### src/rtl/lcgx_pkg.sv
// Shared types and constants for the LCG keystream XOR cipher.
package lcgx_pkg;

  localparam int unsigned TermW    = 32;
  localparam int unsigned ProdW    = 2 * TermW;
  localparam int unsigned ByteW    = 8;
  localparam int unsigned DataW    = 32;
  localparam int unsigned AddrW    = 4;
  localparam int unsigned RegIdxW  = 2;

  // Remainder unit retires this many dividend bits per cycle.
  localparam int unsigned ModBitsPerCycle = 2;
  localparam int unsigned ModSteps        = ProdW / ModBitsPerCycle;
  localparam int unsigned ModCntW         = $clog2(ModSteps);

  localparam logic [TermW-1:0] SeedReset = 32'd0;
  localparam logic [TermW-1:0] MultReset = 32'd1103515245;
  localparam logic [TermW-1:0] IncrReset = 32'd12345;
  localparam logic [TermW-1:0] ModReset  = 32'd2147483647;

  typedef enum logic [RegIdxW-1:0] {
    REG_SEED = 2'd0,
    REG_MULT = 2'd1,
    REG_INCR = 2'd2,
    REG_MOD  = 2'd3
  } reg_idx_t;

  typedef enum logic [1:0] {
    ST_IDLE,
    ST_MUL,
    ST_ADD,
    ST_MOD
  } state_t;

  typedef struct packed {
    logic busy;
    logic done;
  } mod_status_t;

endpackage

### src/rtl/lcg_keystream_xor_cipher_top.sv
// Top level of the LCG keystream XOR cipher with its register port.
//
// Usage:
// - Input channel (in_valid, in_stall, data_byte, restart): one item is one byte.
//   restart high loads seed_value into the generator term before the byte is used.
// - Output channel (out_valid, out_stall, cipher_byte): cipher_byte is data_byte XOR
//   the low byte of the term in use. It is registered the cycle after accept.
// - Register port (APB style, pready always high): seed_value at 0x0, multiplier at
//   0x4, increment at 0x8, modulus at 0xC. Write only while the block is idle.
// - out_valid rises in the cycle after accept.
// - Term update: no new item is taken until the next term is ready. After accept,
//   the next term passes through the 32x32 multiply, the 64-bit add and the
//   remainder unit, which retires two dividend bits a cycle. With modulus zero the
//   remainder is skipped.
// - Reset: registers return to their defaults, the term clears to zero and the
//   output register empties.
// - Stall: a result held under out_stall keeps the input stalled; the next item
//   is taken once the result leaves and the term update has finished.
module lcg_keystream_xor_cipher_top (
  input  logic                          clk,
  input  logic                          rst,
  // input channel
  input  logic                          in_valid,
  output logic                          in_stall,
  input  logic [lcgx_pkg::ByteW-1:0]    data_byte,
  input  logic                          restart,
  // output channel
  output logic                          out_valid,
  input  logic                          out_stall,
  output logic [lcgx_pkg::ByteW-1:0]    cipher_byte,
  // register port
  input  logic                          psel,
  input  logic                          penable,
  input  logic                          pwrite,
  input  logic [lcgx_pkg::AddrW-1:0]    paddr,
  input  logic [lcgx_pkg::DataW-1:0]    pwdata,
  output logic [lcgx_pkg::DataW-1:0]    prdata,
  output logic                          pready
);

  // configuration registers
  logic [lcgx_pkg::TermW-1:0] seed_value;
  logic [lcgx_pkg::TermW-1:0] multiplier;
  logic [lcgx_pkg::TermW-1:0] increment;
  logic [lcgx_pkg::TermW-1:0] modulus;

  lcgx_pkg::reg_idx_t         reg_idx;
  logic                       cfg_write;

  // datapath
  lcgx_pkg::state_t           state;
  lcgx_pkg::state_t           state_next;
  logic [lcgx_pkg::TermW-1:0] term;
  logic [lcgx_pkg::TermW-1:0] term_used;
  logic [lcgx_pkg::ProdW-1:0] prod;
  logic [lcgx_pkg::ProdW-1:0] sum;
  logic                       in_fire;
  logic                       out_fire;
  logic                       mod_zero;

  // sequencer outputs
  logic                       mod_start;
  logic                       term_from_sum;
  logic                       term_from_rem;
  logic                       prod_load;

  logic [lcgx_pkg::TermW-1:0] remainder;
  lcgx_pkg::mod_status_t      mod_status;

  // ---------------------------------------------------------------------------
  // Register port
  // ---------------------------------------------------------------------------
  assign pready    = 1'b1;
  assign reg_idx   = lcgx_pkg::reg_idx_t'(paddr[lcgx_pkg::AddrW-1:2]);
  assign cfg_write = psel & penable & pwrite & pready;

  always_ff @(posedge clk) begin
    if (rst) begin
      seed_value <= lcgx_pkg::SeedReset;
      multiplier <= lcgx_pkg::MultReset;
      increment  <= lcgx_pkg::IncrReset;
      modulus    <= lcgx_pkg::ModReset;
    end else if (cfg_write) begin
      case (reg_idx)
        lcgx_pkg::REG_SEED: seed_value <= pwdata;
        lcgx_pkg::REG_MULT: multiplier <= pwdata;
        lcgx_pkg::REG_INCR: increment  <= pwdata;
        lcgx_pkg::REG_MOD:  modulus    <= pwdata;
        default: ;
      endcase
    end
  end

  always_comb begin
    case (reg_idx)
      lcgx_pkg::REG_SEED: prdata = seed_value;
      lcgx_pkg::REG_MULT: prdata = multiplier;
      lcgx_pkg::REG_INCR: prdata = increment;
      lcgx_pkg::REG_MOD:  prdata = modulus;
      default:            prdata = '0;
    endcase
  end

  // ---------------------------------------------------------------------------
  // Handshakes
  // ---------------------------------------------------------------------------
  // Take a new item only when idle and the output register can hold its result.
  assign in_stall  = (state != lcgx_pkg::ST_IDLE) || (out_valid && out_stall);
  assign in_fire   = in_valid && !in_stall;
  assign out_fire  = out_valid && !out_stall;
  assign term_used = restart ? seed_value : term;
  assign mod_zero  = (modulus == '0);

  // ---------------------------------------------------------------------------
  // Sequencer: next state
  // ---------------------------------------------------------------------------
  always_comb begin
    state_next = state;
    case (state)
      lcgx_pkg::ST_IDLE: if (in_fire) state_next = lcgx_pkg::ST_MUL;
      lcgx_pkg::ST_MUL:  state_next = lcgx_pkg::ST_ADD;
      lcgx_pkg::ST_ADD:  state_next = mod_zero ? lcgx_pkg::ST_IDLE : lcgx_pkg::ST_MOD;
      lcgx_pkg::ST_MOD:  if (mod_status.done) state_next = lcgx_pkg::ST_IDLE;
      default:           state_next = lcgx_pkg::ST_IDLE;
    endcase
  end

  // Sequencer: control outputs
  always_comb begin
    prod_load     = 1'b0;
    mod_start     = 1'b0;
    term_from_sum = 1'b0;
    term_from_rem = 1'b0;
    case (state)
      lcgx_pkg::ST_MUL: prod_load = 1'b1;
      lcgx_pkg::ST_ADD: begin
        // Modulus zero means 2^32: keep the low word of the sum.
        mod_start     = !mod_zero;
        term_from_sum = mod_zero;
      end
      lcgx_pkg::ST_MOD: term_from_rem = mod_status.done;
      default: ;
    endcase
  end

  always_ff @(posedge clk) begin
    if (rst) begin
      state <= lcgx_pkg::ST_IDLE;
    end else begin
      state <= state_next;
    end
  end

  // ---------------------------------------------------------------------------
  // Term datapath
  // ---------------------------------------------------------------------------
  // Full-width sum never overflows 64 bits.
  assign sum = prod + lcgx_pkg::ProdW'(increment);

  always_ff @(posedge clk) begin
    if (rst) begin
      term <= '0;
    end else if (in_fire) begin
      term <= term_used;
    end else if (term_from_sum) begin
      term <= sum[lcgx_pkg::TermW-1:0];
    end else if (term_from_rem) begin
      term <= remainder;
    end
  end

  always_ff @(posedge clk) begin
    if (prod_load) begin
      prod <= lcgx_pkg::ProdW'(multiplier) * lcgx_pkg::ProdW'(term);
    end
  end

  lcgx_mod u_mod (
    .clk       (clk),
    .rst       (rst),
    .start     (mod_start),
    .dividend  (sum),
    .divisor   (modulus),
    .remainder (remainder),
    .status    (mod_status)
  );

  // ---------------------------------------------------------------------------
  // Output register: hold the result until taken
  // ---------------------------------------------------------------------------
  always_ff @(posedge clk) begin
    if (rst) begin
      out_valid <= 1'b0;
    end else if (in_fire) begin
      out_valid <= 1'b1;
    end else if (out_fire) begin
      out_valid <= 1'b0;
    end
  end

  always_ff @(posedge clk) begin
    if (in_fire) begin
      cipher_byte <= data_byte ^ term_used[lcgx_pkg::ByteW-1:0];
    end
  end

  // ---------------------------------------------------------------------------
  // Assertions
  // ---------------------------------------------------------------------------
  a_done_in_mod: assert property (@(posedge clk) disable iff (rst)
    mod_status.done |-> state == lcgx_pkg::ST_MOD)
    else $error("remainder done outside its wait state");

  a_busy_blocks_input: assert property (@(posedge clk) disable iff (rst)
    mod_status.busy |-> in_stall)
    else $error("input open while remainder unit busy");

  a_result_follows: assert property (@(posedge clk) disable iff (rst)
    in_fire |=> out_valid && state == lcgx_pkg::ST_MUL)
    else $error("accepted item did not produce a result");

  a_zero_mod_short: assert property (@(posedge clk) disable iff (rst)
    state == lcgx_pkg::ST_ADD && mod_zero |=> state == lcgx_pkg::ST_IDLE && !mod_status.busy)
    else $error("modulus zero started the remainder unit");

endmodule

### src/rtl/lcgx_mod.sv
// Iterative remainder unit: 64-bit dividend modulo a 32-bit divisor, two bits per cycle.
module lcgx_mod (
  input  logic                          clk,
  input  logic                          rst,
  input  logic                          start,
  input  logic [lcgx_pkg::ProdW-1:0]    dividend,
  input  logic [lcgx_pkg::TermW-1:0]    divisor,
  output logic [lcgx_pkg::TermW-1:0]    remainder,
  output lcgx_pkg::mod_status_t         status
);

  logic [lcgx_pkg::ProdW-1:0]   dvd;
  logic [lcgx_pkg::TermW-1:0]   dsr;
  logic [lcgx_pkg::TermW-1:0]   rem;
  logic [lcgx_pkg::TermW-1:0]   rem_next;
  logic [lcgx_pkg::ModCntW-1:0] count;
  logic                         busy;
  logic                         done;

  logic [lcgx_pkg::TermW:0]     trial1;
  logic [lcgx_pkg::TermW:0]     trial2;
  logic [lcgx_pkg::TermW-1:0]   rem_mid;

  // Two restoring steps; the partial remainder stays below the divisor.
  always_comb begin
    trial1 = {rem, dvd[lcgx_pkg::ProdW-1]};
    if (trial1 >= {1'b0, dsr}) begin
      trial1 = trial1 - {1'b0, dsr};
    end
    rem_mid = trial1[lcgx_pkg::TermW-1:0];
    trial2  = {rem_mid, dvd[lcgx_pkg::ProdW-2]};
    if (trial2 >= {1'b0, dsr}) begin
      trial2 = trial2 - {1'b0, dsr};
    end
    rem_next = trial2[lcgx_pkg::TermW-1:0];
  end

  always_ff @(posedge clk) begin
    if (rst) begin
      busy  <= 1'b0;
      done  <= 1'b0;
      count <= '0;
    end else begin
      done <= 1'b0;
      if (start) begin
        busy  <= 1'b1;
        count <= '0;
      end else if (busy) begin
        count <= count + lcgx_pkg::ModCntW'(1);
        if (count == lcgx_pkg::ModCntW'(lcgx_pkg::ModSteps - 1)) begin
          busy <= 1'b0;
          done <= 1'b1;
        end
      end
    end
  end

  always_ff @(posedge clk) begin
    if (start) begin
      dvd <= dividend;
      dsr <= divisor;
      rem <= '0;
    end else if (busy) begin
      dvd <= {dvd[lcgx_pkg::ProdW-3:0], 2'b00};
      rem <= rem_next;
    end
  end

  assign remainder   = rem;
  assign status.busy = busy;
  assign status.done = done;

endmodule

### config.mk
export PLATFORM = sky130hd
export DESIGN_NAME = lcg_keystream_xor_cipher_top
export DESIGN_NICKNAME = d
export VERILOG_FILES = /design/src/rtl/lcgx_pkg.sv /design/src/rtl/lcg_keystream_xor_cipher_top.sv /design/src/rtl/lcgx_mod.sv
export SDC_FILE = /design/constraint.sdc
export NUM_CORES = 2
export LEC_CHECK = 0
export ABC_AREA = 1
export BUFFER_PORTS_ARGS = -buffer_cell sky130_fd_sc_hd__buf_2
export CAP_MARGIN = 20
export CORE_UTILIZATION = 45
export CTS_CLUSTER_DIAMETER = 150
export DETAILED_ROUTE_END_ITERATION = 10
export SYNTH_ARGS = -nofsm -noshare
export SYNTH_HDL_FRONTEND = slang
export SYNTH_SLANG_ARGS = --single-unit
### constraint.sdc
create_clock -name clk -period 18.1 [get_ports clk]
set_clock_uncertainty 0.2 [all_clocks]
set_input_delay 0.905 -clock clk [delete_from_list [all_inputs] [get_ports clk]]
set_output_delay 0.905 -clock clk [all_outputs]
set_load 0.05 [all_outputs]
==> run_results.csv <==
group,metric,value,unit
placed_design,gp_congestion,0.992,
clocking,cts_setup_buffers,0,
yosys,synth.most_common_cell,"nand2_1",
sta,tightest_slew,1.02,ns
sta,rsz0062_at_grt,"no",
worst_setup_path,reg2reg_from,"multiplier[16]",
job,cap_violations,0,
yosys,ys_seq_area_share,15.8,%
die,io_pins,95,
routing,routed_wirelength,200000,um
routing,post_drt_wl_per_cell,21.5,um
sta,fmaxAchievable,117,MHz
clocking,cts_tree,"done",
worst_setup_path,start_kind,"flip-flop",
worst_setup_path,critPathRequiredTime,18.22,ns
routing,first_pass_iters,6,
cells_and_area,drive_above_1_share,4.23,%
worst_setup_path,worst-setup-path-type,"flip-flop to flip-flop",
die,die_h,359,um
sta,drv_slew,0,
sta,relSlewSlack,31.7,%
clocking,cts-root-buf,"clkbuf_16",
sta,period_minus_slack,8.58,ns
die,core_area,126000,um2
yosys,synthArstFlopShare,0,%
routing,drc,0,
run_status,run_status,"complete, no violations",
global_route,grt_max_degree,87,
cells_and_area,area_growth,5.89,%
global_route,antenna_found_initial,13,
worst_setup_path,crit_path_end_kind,"flip-flop",
worst_setup_path,cp.arrival,8.70,ns
yosys,synth-main-ff-cell,"dfxtp_1",
placed_design,hpwl,161000,um
die,core.rowCount,130,
sta,setup_viol,0,
yosys,synth_edf_count,168,
cells_and_area,layout.nets,8931,
worst_setup_path,ff2ff_setup_slack,9.52,ns
clocking,cts_made_buffers,45,
yosys,synth.avg_cell_area,7.41,um2
die,initial_core_util,45.6,%
placed_design,port_buffers,91,
clocking,clock_latency,0.61,ns
sta,hold_viol,0,
routing,final_antenna_net_count,0,
sta,fin_tns_setup,0,ns
yosys,yosysTopAreaCellShare,31.3,%
min_path,hold_path_class,"flip-flop to flip-flop",
cells_and_area,regArea,9100,um2
clocking,clockBufferDepth,3,
worst_setup_path,crit_start,"multiplier[16]",
routing,num_vias,49200,
yosys,synth_cell_types,60,
sta,period_share,47.4,%
global_route,overflow,0,
die,die_x,359,um
yosys,yosys_warnings,0,
clocking,path_clk_slew,0.06,ns
yosys,syn_nets,9062,
worst_setup_path,critPathMaxFanout,22,
die,dieArea,129000,um2
yosys,synth_common_cells,"nand2_1, inv_1, fa_1",
yosys,synth-seq-cells,370,
min_path,min-delay-start,"seed_value[12]",
global_route,grt_pass1_vias,50600,
routing,drtIter0Drc,4275,
clocking,cts_resized,0,
global_route,track_usage,31.3,%
global_route,grt_pass1_wl,308000,um
cells_and_area,multi_input_area,40000,um2
yosys,synth_top_area_cell,"fa_1",
yosys,syn-cell-area,57400,um2
routing,vias_per_cell,5.28,
yosys,ys_top_cells_by_area,"fa_1, nand2_1, inv_1",
yosys,synthCells,7750,
clocking,clock-sinks,370,
clocking,cts_hold_buf,0,
cells_and_area,fillCellCount,12700,
clocking,cts_max_level,2,
-- through the flow --
| step | cell area [um2] | hold WS, ns | utilization, % | cells | worst slack [ns] |
|---|---|---|---|---|---|
| 2_1_floorplan | 57400 | 0.239 | - | 7750 | 11.22 |
| 3_3_place_gp | 59300 | 0.249 | 47.0 | 9222 | 9.53 |
| 3_5_place_dp | 59300 | 0.257 | 47.0 | 9222 | 9.51 |
| 4_1_cts | 60800 | 0.266 | 48.2 | 9306 | 9.51 |
| 5_1_grt | 60800 | 0.300 | 48.2 | 9306 | 9.20 |
| 6_report | 60800 | 0.267 | 48.3 | 9310 | 9.52 |
-- placed cells by master (no fill, tap or decap), types with 8 or more instances in the layout --
cell type  netlist  final
a21boi_0         8      8
a21o_1          22     22
a21oi_1        225    225
a31oi_1         36     36
and3_1           8      8
buf_2           18     91
buf_4            3     93
clkbuf_16        0     48
clkinv_1         3      9
dfxtp_1        202    196
edfxtp_1       168    168
fa_1           899    899
ha_1           361    361
inv_1         1844   1842
inv_2            7      8
nand2_1       2202   2202
nand3_1        281    281
nand3b_1        19     19
nand4_1         63     63
nor2_1         443    437
nor2_2           7     12
nor3_1          43     43
nor4_1          21     21
o2111ai_1       12     12
o211ai_1        13     13
o21a_1          14     14
o21ai_0        238    238
o21ai_1         17     17
o21bai_1        23     23
o22ai_1         13     13
or2_2           11     11
xnor2_1         58     58
xor2_1          76     76
-- area by class of cell --
type	count	share of cell area [%]
inverter	1854	11.4
tap	1650	3.39
antenna	4	0.0165
clock buffer	57	2.06
sequential	370	15.0
multi-input combinational	5164	65.7
timing repair buffer	184	1.90
clock inverter	27	0.510
-- layer usage --
layer,track usage [%],part of all wire (%),wire length [um]
met5,0,0.0080,16
met2,50.5,46,91000
met1,43.9,44,88400
met3,4.06,7.2,14500
met4,9.05,3.0,6010
-- worst paths after layout --
path,to,cells after the start
setup / recovery,prod[49],22
hold / removal,seed_value[12],2
setup reg to reg,prod[49],22
hold reg to reg,seed_value[12],2
-- worst max-delay path, stage by stage, from the launching register on --
cell and delay, ns:
dfxtp_1 0.94, buf_4 0.51, nand2_1 0.11, inv_1 0.10, fa_1 0.43, fa_1 0.49, inv_1 0.05, fa_1 0.50
fa_1 0.53, inv_1 0.06, fa_1 0.56, fa_1 0.43, fa_1 0.51, fa_1 0.43, ha_1 0.47, nand2_1 0.16
nor2_1 0.32, inv_1 0.07, nor4_1 0.67, nand3_1 0.15, nand3_1 0.22, a21oi_1 0.16, xnor2_1 0.17
-- kinds of logic (layout without fill, tap and decap cells) --
logic type	Yosys count	count (layout)	share of synthesized area, %
AOI/OAI and AO/OA	642	642	6.29
xor gates and xnor gates	134	134	2.04
adders and majority gates	1260	1260	39.2
buffers and inverters	2216	2122	14.6
DFF	370	370	15.8
muxes	4	4	0.0697
other	1	5	0.00653
and+or+nand+nor	3123	3123	21.9
-- sequential cells by signal (all words and copies together), names as in the netlist, 2 cells and up --
| signal | count |
|---|---|
| u_mod.dsr | 32 |
| u_mod.count | 5 |
| cipher_byte | 8 |
| term | 32 |
| seed_value | 32 |
| increment | 32 |
| modulus | 32 |
| state | 2 |
| u_mod.dvd | 64 |
| u_mod.remainder | 32 |
| prod | 64 |
| multiplier | 32 |
Power is not shown: default switching activity piles up to over one toggle a cycle in this logic, so the estimate is an artifact.
